File: src/rtl/core/owm_pkg.sv
// ----------------------------------------------------------------------------
// owm_pkg: shared types and constants of the 1-Wire bus master
// Holds the item structs of both channels, the command codes, the
// configuration register indexes and their reset values.
// ----------------------------------------------------------------------------
package owm_pkg;

    // Command codes carried by an input item.
    localparam logic [1:0] CMD_TICK  = 2'd0;
    localparam logic [1:0] CMD_RESET = 2'd1;
    localparam logic [1:0] CMD_WRITE = 2'd2;
    localparam logic [1:0] CMD_READ  = 2'd3;

    // Configuration register indexes.
    localparam int unsigned CFG_IDX_BITS = 3;
    localparam logic [CFG_IDX_BITS-1:0] REG_RESET_LOW     = 3'd0;
    localparam logic [CFG_IDX_BITS-1:0] REG_RESET_RELEASE = 3'd1;
    localparam logic [CFG_IDX_BITS-1:0] REG_SHORT_PULSE   = 3'd2;
    localparam logic [CFG_IDX_BITS-1:0] REG_LONG_PULSE    = 3'd3;
    localparam logic [CFG_IDX_BITS-1:0] REG_SAMPLE_DELAY  = 3'd4;

    // Every duration register is ten bits wide.
    localparam int unsigned CFG_BITS = 10;

    // Reset values of the duration registers.
    localparam logic [CFG_BITS-1:0] RST_RESET_LOW     = 10'd600;
    localparam logic [CFG_BITS-1:0] RST_RESET_RELEASE = 10'd700;
    localparam logic [CFG_BITS-1:0] RST_SHORT_PULSE   = 10'd2;
    localparam logic [CFG_BITS-1:0] RST_LONG_PULSE    = 10'd80;
    localparam logic [CFG_BITS-1:0] RST_SAMPLE_DELAY  = 10'd6;

    // Duration registers as one group.
    typedef struct packed {
        logic [CFG_BITS-1:0] reset_low_time;
        logic [CFG_BITS-1:0] reset_release_time;
        logic [CFG_BITS-1:0] short_pulse_time;
        logic [CFG_BITS-1:0] long_pulse_time;
        logic [CFG_BITS-1:0] read_sample_delay;
    } t_cfg;

    // One input item: one microsecond tick.
    typedef struct packed {
        logic [1:0] command;
        logic [7:0] tx_byte;
        logic       line_level;
    } t_in_item;

    // One result item: bus drive and status for that tick.
    typedef struct packed {
        logic       drive_low;
        logic       busy_res;
        logic       done_res;
        logic [7:0] rx_byte;
        logic       presence;
    } t_out_item;

endpackage

File: src/rtl/core/one_wire_master.sv
// ----------------------------------------------------------------------------
// one_wire_master: bit-timing engine of a 1-Wire bus master
// The result of a tick item is written to the output register at the edge
// that accepts the item. Throughput: one tick item per clock cycle while the
// result side does not stall, as the phase timer and slot state update at once.
// Reset (synchronous, active low) returns the engine to idle, clears the
// output valid flag, presence and received byte, and loads default timings.
// ----------------------------------------------------------------------------
module one_wire_master #(
    parameter int TIMER_BITS = 10
) (
    input  logic                                 i_clk,
    input  logic                                 i_rst_n,
    // Tick channel
    input  logic                                 i_in_valid,
    output logic                                 o_in_ready,
    input  owm_pkg::t_in_item                    i_in_data,
    // Result channel
    output logic                                 o_out_valid,
    input  logic                                 i_out_ready,
    output owm_pkg::t_out_item                   o_out_data,
    // Configuration write port
    input  logic                                 i_cfg_we,
    input  logic [owm_pkg::CFG_IDX_BITS-1:0]     i_cfg_index,
    input  logic [owm_pkg::CFG_BITS-1:0]         i_cfg_data
);

    localparam int unsigned TIMER_MAX = (2 ** TIMER_BITS) - 1;

    typedef enum logic [1:0] {
        OP_IDLE  = 2'd0,
        OP_RESET = 2'd1,
        OP_WRITE = 2'd2,
        OP_READ  = 2'd3
    } t_op;

    // Slot phases: driven low, released (sample window), recovery.
    localparam logic [1:0] PH_LOW     = 2'd0;
    localparam logic [1:0] PH_RELEASE = 2'd1;
    localparam logic [1:0] PH_RECOVER = 2'd2;

    owm_pkg::t_cfg          r_cfg;
    t_op                    r_op,      n_op;
    logic [1:0]             r_phase,   n_phase;
    logic [2:0]             r_bit,     n_bit;
    logic [7:0]             r_shift,   n_shift;
    logic [TIMER_BITS-1:0]  r_timer,   n_timer;
    logic                   r_presence, n_presence;
    logic [7:0]             r_rx,      n_rx;
    logic                   r_out_valid;
    owm_pkg::t_out_item     r_out,     n_out;
    logic                   in_accept;

    // Length of the current phase, minus one, clamped to the timer range.
    function automatic logic [TIMER_BITS-1:0] phase_load(
        input owm_pkg::t_cfg cfg,
        input t_op           op,
        input logic [1:0]    phase,
        input logic          bitval
    );
        logic [owm_pkg::CFG_BITS-1:0] len;
        logic [owm_pkg::CFG_BITS-1:0] len_m1;
        begin
            if (op == OP_RESET) begin
                len = (phase == PH_LOW) ? cfg.reset_low_time : cfg.reset_release_time;
            end else if (op == OP_WRITE) begin
                if (phase == PH_LOW) begin
                    len = bitval ? cfg.short_pulse_time : cfg.long_pulse_time;
                end else begin
                    len = bitval ? cfg.long_pulse_time : cfg.short_pulse_time;
                end
            end else if (phase == PH_LOW) begin
                len = cfg.short_pulse_time;
            end else if (phase == PH_RELEASE) begin
                len = cfg.read_sample_delay;
            end else begin
                len = cfg.long_pulse_time;
            end
            // A zero duration counts as one tick.
            len_m1 = (len == '0) ? '0 : len - 1'b1;
            if (32'(len_m1) > 32'(TIMER_MAX)) begin
                phase_load = '1;
            end else begin
                phase_load = TIMER_BITS'(len_m1);
            end
        end
    endfunction

    // The tick is taken whenever the output register is free or being drained.
    assign o_in_ready  = !r_out_valid || i_out_ready;
    assign in_accept   = i_in_valid && o_in_ready;
    assign o_out_valid = r_out_valid;
    assign o_out_data  = r_out;

    // Next state and result for one tick.
    always_comb begin
        logic drive;
        logic busy;
        logic done;
        drive      = 1'b0;
        busy       = 1'b0;
        done       = 1'b0;
        n_op       = r_op;
        n_phase    = r_phase;
        n_bit      = r_bit;
        n_shift    = r_shift;
        n_timer    = r_timer;
        n_presence = r_presence;
        n_rx       = r_rx;

        // An idle engine starts a command; this tick is its first.
        if (r_op == OP_IDLE && i_in_data.command != owm_pkg::CMD_TICK) begin
            n_op    = t_op'(i_in_data.command);
            n_bit   = '0;
            n_shift = (i_in_data.command == owm_pkg::CMD_WRITE) ? i_in_data.tx_byte : '0;
            n_phase = PH_LOW;
            n_timer = phase_load(r_cfg, n_op, PH_LOW, n_shift[0]);
        end

        if (n_op != OP_IDLE) begin
            busy  = 1'b1;
            drive = (n_phase == PH_LOW);
            if (n_timer != '0) begin
                n_timer = n_timer - 1'b1;
            end else if (n_phase == PH_LOW) begin
                n_phase = PH_RELEASE;
                n_timer = phase_load(r_cfg, n_op, PH_RELEASE, n_shift[n_bit]);
            end else if (n_op == OP_RESET) begin
                // Presence: a device holds the line low at the end of the window.
                n_presence = !i_in_data.line_level;
                n_op       = OP_IDLE;
                n_phase    = PH_LOW;
                done       = 1'b1;
            end else if (n_op == OP_READ && n_phase == PH_RELEASE) begin
                n_shift[n_bit] = n_shift[n_bit] | i_in_data.line_level;
                n_phase        = PH_RECOVER;
                n_timer        = phase_load(r_cfg, n_op, PH_RECOVER, n_shift[n_bit]);
            end else begin
                // End of a write slot or of a read recovery.
                if (n_op == OP_READ && n_bit == 3'd7) begin
                    n_rx = n_shift;
                end
                if (n_bit == 3'd7) begin
                    n_op    = OP_IDLE;
                    n_phase = PH_LOW;
                    n_bit   = '0;
                    done    = 1'b1;
                end else begin
                    n_bit   = n_bit + 1'b1;
                    n_phase = PH_LOW;
                    n_timer = phase_load(r_cfg, n_op, PH_LOW, n_shift[n_bit]);
                end
            end
        end

        n_out.drive_low = drive;
        n_out.busy_res  = busy;
        n_out.done_res  = done;
        n_out.rx_byte   = n_rx;
        n_out.presence  = n_presence;
    end

    // State, configuration and the output register.
    always_ff @(posedge i_clk) begin
        if (!i_rst_n) begin
            r_cfg.reset_low_time     <= owm_pkg::RST_RESET_LOW;
            r_cfg.reset_release_time <= owm_pkg::RST_RESET_RELEASE;
            r_cfg.short_pulse_time   <= owm_pkg::RST_SHORT_PULSE;
            r_cfg.long_pulse_time    <= owm_pkg::RST_LONG_PULSE;
            r_cfg.read_sample_delay  <= owm_pkg::RST_SAMPLE_DELAY;
            r_op        <= OP_IDLE;
            r_phase     <= PH_LOW;
            r_bit       <= '0;
            r_shift     <= '0;
            r_timer     <= '0;
            r_presence  <= 1'b0;
            r_rx        <= '0;
            r_out_valid <= 1'b0;
        end else begin
            if (i_cfg_we) begin
                unique case (i_cfg_index)
                    owm_pkg::REG_RESET_LOW:     r_cfg.reset_low_time     <= i_cfg_data;
                    owm_pkg::REG_RESET_RELEASE: r_cfg.reset_release_time <= i_cfg_data;
                    owm_pkg::REG_SHORT_PULSE:   r_cfg.short_pulse_time   <= i_cfg_data;
                    owm_pkg::REG_LONG_PULSE:    r_cfg.long_pulse_time    <= i_cfg_data;
                    owm_pkg::REG_SAMPLE_DELAY:  r_cfg.read_sample_delay  <= i_cfg_data;
                    default: ;
                endcase
            end
            if (in_accept) begin
                r_op        <= n_op;
                r_phase     <= n_phase;
                r_bit       <= n_bit;
                r_shift     <= n_shift;
                r_timer     <= n_timer;
                r_presence  <= n_presence;
                r_rx        <= n_rx;
                r_out_valid <= 1'b1;
            end else if (i_out_ready) begin
                r_out_valid <= 1'b0;
            end
        end
    end

    // Result payload needs no reset.
    always_ff @(posedge i_clk) begin
        if (in_accept) begin
            r_out <= n_out;
        end
    end

endmodule

File: config.mk
export PLATFORM = sky130hd
export DESIGN_NAME = one_wire_master
export DESIGN_NICKNAME = d
export VERILOG_FILES = /design/src/rtl/core/owm_pkg.sv /design/src/rtl/core/one_wire_master.sv
export SDC_FILE = /design/constraint.sdc
export NUM_CORES = 1
export LEC_CHECK = 0
export BUFFER_PORTS_ARGS = -buffer_cell sky130_fd_sc_hd__buf_2
export CORE_MARGIN = 10
export CORE_UTILIZATION = 55
export DETAILED_ROUTE_END_ITERATION = 10
export GPL_ROUTABILITY_DRIVEN = 0
export PLACE_DENSITY = 0.83
export SLEW_MARGIN = 20
export SYNTH_ARGS = -nofsm -noshare
export SYNTH_HDL_FRONTEND = slang
export SYNTH_SLANG_ARGS = --single-unit
File: constraint.sdc
create_clock -name i_clk -period 12.57 [get_ports i_clk]
set_input_delay 2.514 -clock i_clk [delete_from_list [all_inputs] [get_ports i_clk]]
set_output_delay 2.514 -clock i_clk [all_outputs]
set_load 0.05 [all_outputs]
==> results of run 1 <==
==> logic make-up (layout without fill, tap and decap cells) <==
logic type / count (synthesis) / in the layout
XOR/XNOR: 35 / 35
adder cells (fa/ha/maj): 7 / 7
multiplexers: 36 / 36
flip-flops: 97 / 97
buffers and inverters: 81 / 88
AO/OA/AOI/OAI: 268 / 268
AND/OR/NAND/NOR: 384 / 384
==> stage by stage <==
step / utilization [%] / total power, mW
2_1_floorplan: - / 0.497
3_3_place_gp: 58.2 / 0.546
3_5_place_dp: 58.2 / 0.549
4_1_cts: 60.9 / 0.842
5_1_grt: 60.9 / 0.880
6_report: 60.9 / 0.849
==> sequential cells by signal, indices dropped and copies added, names as in the netlist <==
register	flops
r_op	2
o_out_data	12
o_out_valid	1
r_phase	2
r_rx	8
r_presence	1
r_shift	8
r_cfg	50
r_bit	3
r_timer	10
==> final cells by class <==
cell class,count,share of cell area (%)
tap,168,2.85
timing repair buffer,50,3.66
clock inverter,7,1.29
multi-input combinational,730,60.1
sequential,97,28.0
inverter,22,1.12
clock buffer,9,3.05
==> power by group <==
| part | leakage [nW] | total (mW) | internal, mW | switching [mW] |
|---|---|---|---|---|
| registers | 0.808 | 0.338 | 0.325 | 0.0126 |
| logic | 1.69 | 0.212 | 0.0744 | 0.138 |
| clock network | 0.157 | 0.299 | 0.161 | 0.138 |
| total | 2.65 | 0.849 | 0.560 | 0.288 |
==> worst max-delay path, stage by stage <==
cell      delay [ns]
buf_2           0.52
nor2_1          0.24
o21ai_1         0.60
inv_1           0.18
ha_1            0.23
ha_1            0.39
nor2_1          0.08
nand2_1         0.08
a31oi_1         0.08
a311oi_1        0.34
nand4_2         0.47
a21oi_1         0.41
ha_1            0.42
nand3_1         0.15
mux2i_1         0.27
nor2_1          0.20
a22oi_1         0.22
o21ai_0         0.11
a221oi_1        0.28
a31oi_1         0.12
==> worst max path at each step <==
| stage | startpoint | to | slack (ns) |
|---|---|---|---|
| after floorplan | i_in_data[10] | r_timer[8]$_SDFFE_PN0P_ | 5.63 |
| after global placement | i_in_data[9] | r_timer[8]$_SDFFE_PN0P_ | 5.09 |
| after detailed placement | i_in_data[9] | r_timer[7]$_SDFFE_PN0P_ | 4.82 |
| after CTS | i_in_data[9] | r_timer[7]$_SDFFE_PN0P_ | 5.13 |
| after global routing | i_in_data[9] | r_timer[7]$_SDFFE_PN0P_ | 4.50 |
| final | i_in_data[9] | r_timer[7]$_SDFFE_PN0P_ | 4.89 |
==> synth_stat cells (all sizes together), types with 3 or more instances <==
library cell	count	share of area [%]
edfxtp	12	5.3
dfxtp	85	25
inv	22	1.2
mux2	5	0.82
o21ai	47	3.5
a21oi	80	5.9
o22ai	9	0.91
a311oi	4	0.86
or3	3	0.27
and2	12	1.1
nor4	12	1.6
a2111oi	3	0.40
nor3b	4	0.44
buf	17	1.8
nand2b	7	0.64
xnor2	26	3.3
ha	7	1.3
o211ai	8	0.95
nor2b	19	1.7
nor2	84	4.6
mux2i	31	4.5
xor2	9	1.2
or2	8	0.73
nand3	30	2.2
nor3	22	1.9
nand2	158	8.7
o311a	8	1.2
a211oi	28	3.2
a21o	3	0.33
a22oi	19	2.1
o31ai	4	0.44
a31oi	12	1.2
and3	5	0.46
a311o	3	0.44
nand4	10	1.0
a221oi	9	1.2
o21a	10	1.1
clkbuf	42	2.3
==> cells in the final DEF, fill, tap and decap left out, types with 10 or more instances in the layout <==
cell / n
a21oi_1: 79
a22oi_1: 19
a31oi_1: 11
xnor2_1: 26
nand2_1: 157
nand3_1: 30
inv_1: 21
buf_2: 42
nor2_1: 84
nor2b_1: 19
dfxtp_1: 85
mux2i_1: 31
a211oi_1: 26
and2_1: 11
nor3_1: 18
o21ai_0: 39
edfxtp_1: 12
o21a_1: 10
==> per-layer routing <==
metal / global-route usage (%) / vias up / part of all wire [%]
li1: - / 3301 / -
met1: 30.6 / 3259 / 42
met2: 34.4 / 453 / 44
met3: 5.95 / 89 / 11
met4: 7.66 / 0 / 3.6
met5: 0 / - / 0
==> results by group, run 1 <==
Synthesis
  • Simple-gate share of the synthesized area: a little over a quarter
  • Compound-Gate Fraction of Synth Area: about a quarter
  • Post-synthesis xor/xnor area fraction: under 10%
  • Post-Syn Nets: roughly 940
  • Register bit total from synthesis: 97
  • Cell variety after synth: 81
  • Mean Syn Cell Area: about 7.5 µm²
  • Synth Warn #: 0
  • Largest family of logic cells by synthesized area: simple AND/OR/NAND/NOR gates
  • Post-synthesis sequential area ratio: a little under a third
  • Synthesized netlist cell count: 908
  • Top_reg_cell synth: dfxtp_1
  • Number of synthesized flops with an enable pin: 12
  • Mapped Area: 6850 µm²
  • Post-synthesis mux area share: under 10%
  • Synth async-reset ratio: 0%
  • Adder-cell share of the synthesized area: between 1 and 1.5%

Min path
  • Hold path startpoint: r_cfg[36]$_SDFFE_PN0P_
  • Hold Path Class: reg2reg
  • Worst Hold Depth: 2
  • Hold Path End: r_cfg[36]$_SDFFE_PN0P_

STA
  • Tcrit/Tclk final: about three fifths
  • Hold Fails Final Rpt: 0
  • Hold Slack: about 0.45 ns
  • Final critical-path required period: a little under 8 ns
  • Setup TNS: 0 ns
  • Achievable frequency: ~0.13 GHz
  • RSZ-0062 raised after global routing: no
  • Worst Slack Setup Final: a little under 5 ns
  • Worst slew pin tran: between 0.9 and 1 ns
  • Final clock skew: 0.0106 ns
  • Final setup vio count: 0
  • Slew Viols, Final: 0
  • Relative slew slack: about 34%

Route
  • Iter 0 DRT Violations: approximately 910
  • Avg Vias per Cell: roughly 6.6
  • DR vias: about 7100
  • Drt total wl: ~21000 µm
  • Post-route ant nets: 0
  • Pre-antenna DRT Iters: 8
  • DR WL/cell: around 19 µm
  • Drc violations: 0

Setup path
  • Critical Path RT: roughly 13 ns
  • Reg-to-reg startpoint: r_op[1]$_SDFFE_PN0P_
  • Worst r2r path cells: 19
  • Worst Path Class, Setup: in2reg
  • R2R Setup Slk: slightly below 7 ns
  • CP startpoint kind: primary input
  • CP Max Fanout: 41
  • Capturing point of the worst reg2reg path: r_timer[7]$_SDFFE_PN0P_
  • Crit path DAT: just under 8 ns
  • Crit end category: flop

Floorplan
  • Die width: approximately 130 µm
  • Initial core utilization: 56.6%
  • Num ports: 43
  • Die Ht: 132 µm
  • Die area: 17300 µm²
  • Core Area: approximately 12000 µm²
  • Num rows: 40

Pwr
  • VDD IR-drop max: around 0.12 mV
  • PD cells: ~120 nW/µm²
  • Pleak: 2.65 nW

Cells and area
  • Share of layout cells above drive strength 1: between 10% and 20%
  • Fillers: between 1000 and 1500
  • Non-filler cells, final: ~1100
  • Register Area: slightly above 2000 µm²
  • Final Cell Area: roughly 7400 µm²
  • Final Net Count: about 950
  • Diode count: 0
  • Area grow syn2layout: 7.67%
  • Multi-input logic area: roughly 4400 µm²

Job
  • MaxCap Viol Count: 0

Place
  • Placed insts: approximately 1100
  • Setup slack after placement: between 4 and 5 ns
  • Placed inst area: about 7100 µm²
  • DPL Wire Length: 14900 µm
  • Port Buf Inserts: 42

Clock network
  • Clock transition at path regs: 0.08 ns
  • Postcts setup bufs: 0
  • Sink Count: 97
  • CTS tree: done
  • TritonCTS Buffers: 9
  • Clock Latency Late Sink: around 0.36 ns
  • Clock tree buffer depth: 2
  • Hold_buf cts: 0
  • Clk root buf: clkbuf_16
  • H-tree depth: 3
  • Post-CTS sizing: 0

Global route
  • First-pass GRT wire length: between 30000 and 40000 µm
  • Vias in the first global route: ~6300
  • Largest net degree at the start of global routing: 56
  • Overall Global Routing Usage: around 23%
  • Gr ovfl total: 0
  • Antenna violations before repair: 0

Outcome
  • Status: complete, no violations
Power figures use the tool's default switching activity.
==> run 2, diff against run 1 <==
Clock period 12.57 ns to 7.1 ns, I/O delays scaled along.
==> run 2 against run 1 <==
Effect of this change:
- setup slack worse by 3.7 ns
- worst hold slack better by 0.0050 ns
- die area unchanged
- flip-flop and latch count unchanged
- via count down 2.7%
- total power up 74%
- count of clock-buffer cells in the layout unchanged
- critical path depth unchanged
- global-route usage down 0.10 points
- sequential share of layout area about the same
- register-to-register slack worse by 5.2 ns
==> results by group, run 2 (synthesized netlist as in run 1, its figures left out) <==
Outcome
  • Status: complete, no violations

Clock network
  • Hold_buf cts: 0
  • Clk root buf: clkbuf_16
  • Sink Count: 97
  • H-tree depth: 3
  • Clock transition at path regs: 0.07 ns
  • Clock tree buffer depth: 2
  • TritonCTS Buffers: 9
  • Post-CTS sizing: 0
  • CTS tree: done
  • Clock Latency Late Sink: between 0.3 and 0.4 ns
  • Postcts setup bufs: 0

Setup path
  • Slowest-stage cell, CP: o21ai_1
  • Largest stage delay, worst path: about 0.53 ns
  • Worst r2r path cells: 19
  • Reg-to-reg startpoint: r_op[0]$_SDFFE_PN0P_
  • CP cell instances: buf_2 > nor2_1 > o21ai_1 > inv_1 > ha_1 > ha_1 > nor2_1 > nand2_1 > a31oi_1 > a311oi_1 > nand4_2 > a21oi_1 > ha_1 > nand3_1 > mux2i_1 > nor2_1 > a22oi_1 > o21ai_0 > a221oi_1 > a31oi_1
  • Crit end category: flop
  • CP startpoint kind: primary input
  • CP Max Fanout: 17
  • Crit. Startpoint: i_in_data[9]
  • Critical Path Sink: r_timer[7]$_SDFFE_PN0P_
  • Critical Path RT: roughly 7.3 ns
  • Crit path DAT: between 6 and 7 ns
  • R2R Setup Slk: 1.67 ns
  • Capturing point of the worst reg2reg path: r_timer[7]$_SDFFE_PN0P_
  • Worst Path Class, Setup: in2reg

Cells and area
  • Final Cell Area: around 7400 µm²
  • Final Net Count: roughly 950
  • Share of layout cells above drive strength 1: about an eighth
  • Largest register FFs: 50
  • Diode count: 0
  • Commonest non-fill, non-tap cell in the layout: nand2_1
  • Area grow syn2layout: 7.49%
  • Non-filler cells, final: about 1100
  • Most flops, register: r_cfg
  • Most frequent cells in the layout: 157 x nand2_1, 85 x dfxtp_1, 84 x nor2_1

STA
  • Final setup vio count: 0
  • Worst slew pin tran: roughly 0.97 ns
  • Tcrit/Tclk final: a little over four fifths
  • Final critical-path required period: approximately 5.9 ns
  • Hold Fails Final Rpt: 0
  • Slew Viols, Final: 0
  • Achievable frequency: approximately 0.17 GHz
  • Setup TNS: 0 ns
  • RSZ-0062 raised after global routing: no
  • Relative slew slack: a little over a third
  • Final clock skew: around 0.017 ns

Route
  • Drt total wl: between 20000 and 25000 µm
  • Pre-antenna DRT Iters: 6
  • Drc violations: 0
  • Post-route ant nets: 0
  • DR vias: a little under 7000
  • DR WL/cell: between 15 and 20 µm
  • Iter 0 DRT Violations: 980
  • Avg Vias per Cell: 6.37

Floorplan
  • Initial core utilization: 56.6%
  • Die Ht: 132 µm
  • Die area: about 17000 µm²
  • Num ports: 43
  • Die width: roughly 130 µm
  • Num rows: 40
  • Core Area: between 10000 and 15000 µm²

Global route
  • Gr ovfl total: 0
  • First-pass GRT wire length: ~33000 µm
  • Vias in the first global route: 6198
  • Largest net degree at the start of global routing: 56
  • Overall Global Routing Usage: 22.6%
  • Antenna violations before repair: 0

Pwr
  • PD cells: around 200 nW/µm²
  • VDD IR-drop max: between 0.15 and 0.2 mV
  • Pleak: 2.65 nW

Job
  • MaxCap Viol Count: 0

Min path
  • Hold Path Class: reg2reg

Place
  • Port Buf Inserts: 42
  • DPL Wire Length: 15000 µm
  • Placed insts: ~1100
  • Placed inst area: 7070 µm²
## run 2: cell types whose count changed in the layout (fill, tap and decap cells not counted), sizes merged
cell	delta
buf	+1
bufinv	-1
inv	+1
## run 2: metrics by stage
step	setup slack [ns]	hold WS [ns]	util [%]	total power, mW
final	1.17	0.459	60.8	1.47
after global routing	0.700	0.482	60.8	1.53
after CTS	1.35	0.458	60.8	1.47
after detailed placement	0.980	0.449	58.3	0.970
after global placement	1.17	0.442	58.3	0.966
after floorplan	1.25	0.432	-	0.879
## run 2: metal layers
metal	up-vias	GRT usage, %	routed length, µm
met2	416	33.2	8810
met4	0	9.21	800
met3	80	5.03	2180
met1	3108	31.3	8660
li1	3303	-	-
met5	-	0	0
## run 2: how the worst min path moves through the flow
stage | from | to | slack [ns] | cells after the start
final | r_cfg[7]$_SDFFE_PN0P_ | r_cfg[7]$_SDFFE_PN0P_ | 0.46 | 2
after detailed placement | r_cfg[7]$_SDFFE_PN0P_ | r_cfg[7]$_SDFFE_PN0P_ | 0.45 | 2
after global placement | r_cfg[36]$_SDFFE_PN0P_ | r_cfg[36]$_SDFFE_PN0P_ | 0.44 | 2
after floorplan | r_cfg[36]$_SDFFE_PN0P_ | r_cfg[36]$_SDFFE_PN0P_ | 0.43 | 2
after global routing | r_cfg[41]$_SDFFE_PN0P_ | r_cfg[41]$_SDFFE_PN0P_ | 0.48 | 2
after CTS | r_cfg[7]$_SDFFE_PN0P_ | r_cfg[7]$_SDFFE_PN0P_ | 0.46 | 2
## run 2: power breakdown
| group | switching (mW) | internal, mW | total (mW) |
|---|---|---|---|
| logic | 0.242 | 0.131 | 0.373 |
| registers | 0.0225 | 0.576 | 0.598 |
| clock network | 0.251 | 0.251 | 0.502 |
| total | 0.516 | 0.958 | 1.47 |
## run 2: cell type report
type,instances,area (µm²)
clock buffers,9,225
flip-flops and latches,97,2060
inverters,22,82.6
well taps,168,210
multi-input cells,730,4430
fillers,1127,4750
repair buffers,51,278
clock inverters,7,73.8
## run 2: worst max-delay path: cells and delay by family
| family | cells | cell delay (ns) |
|---|---|---|
| AOI/OAI and AO/OA | 8 | 2.03 |
| and+or+nand+nor | 6 | 1.06 |
| adders and majority gates | 3 | 1.01 |
| buffers and inverters | 2 | 0.41 |
| muxes | 1 | 0.22 |
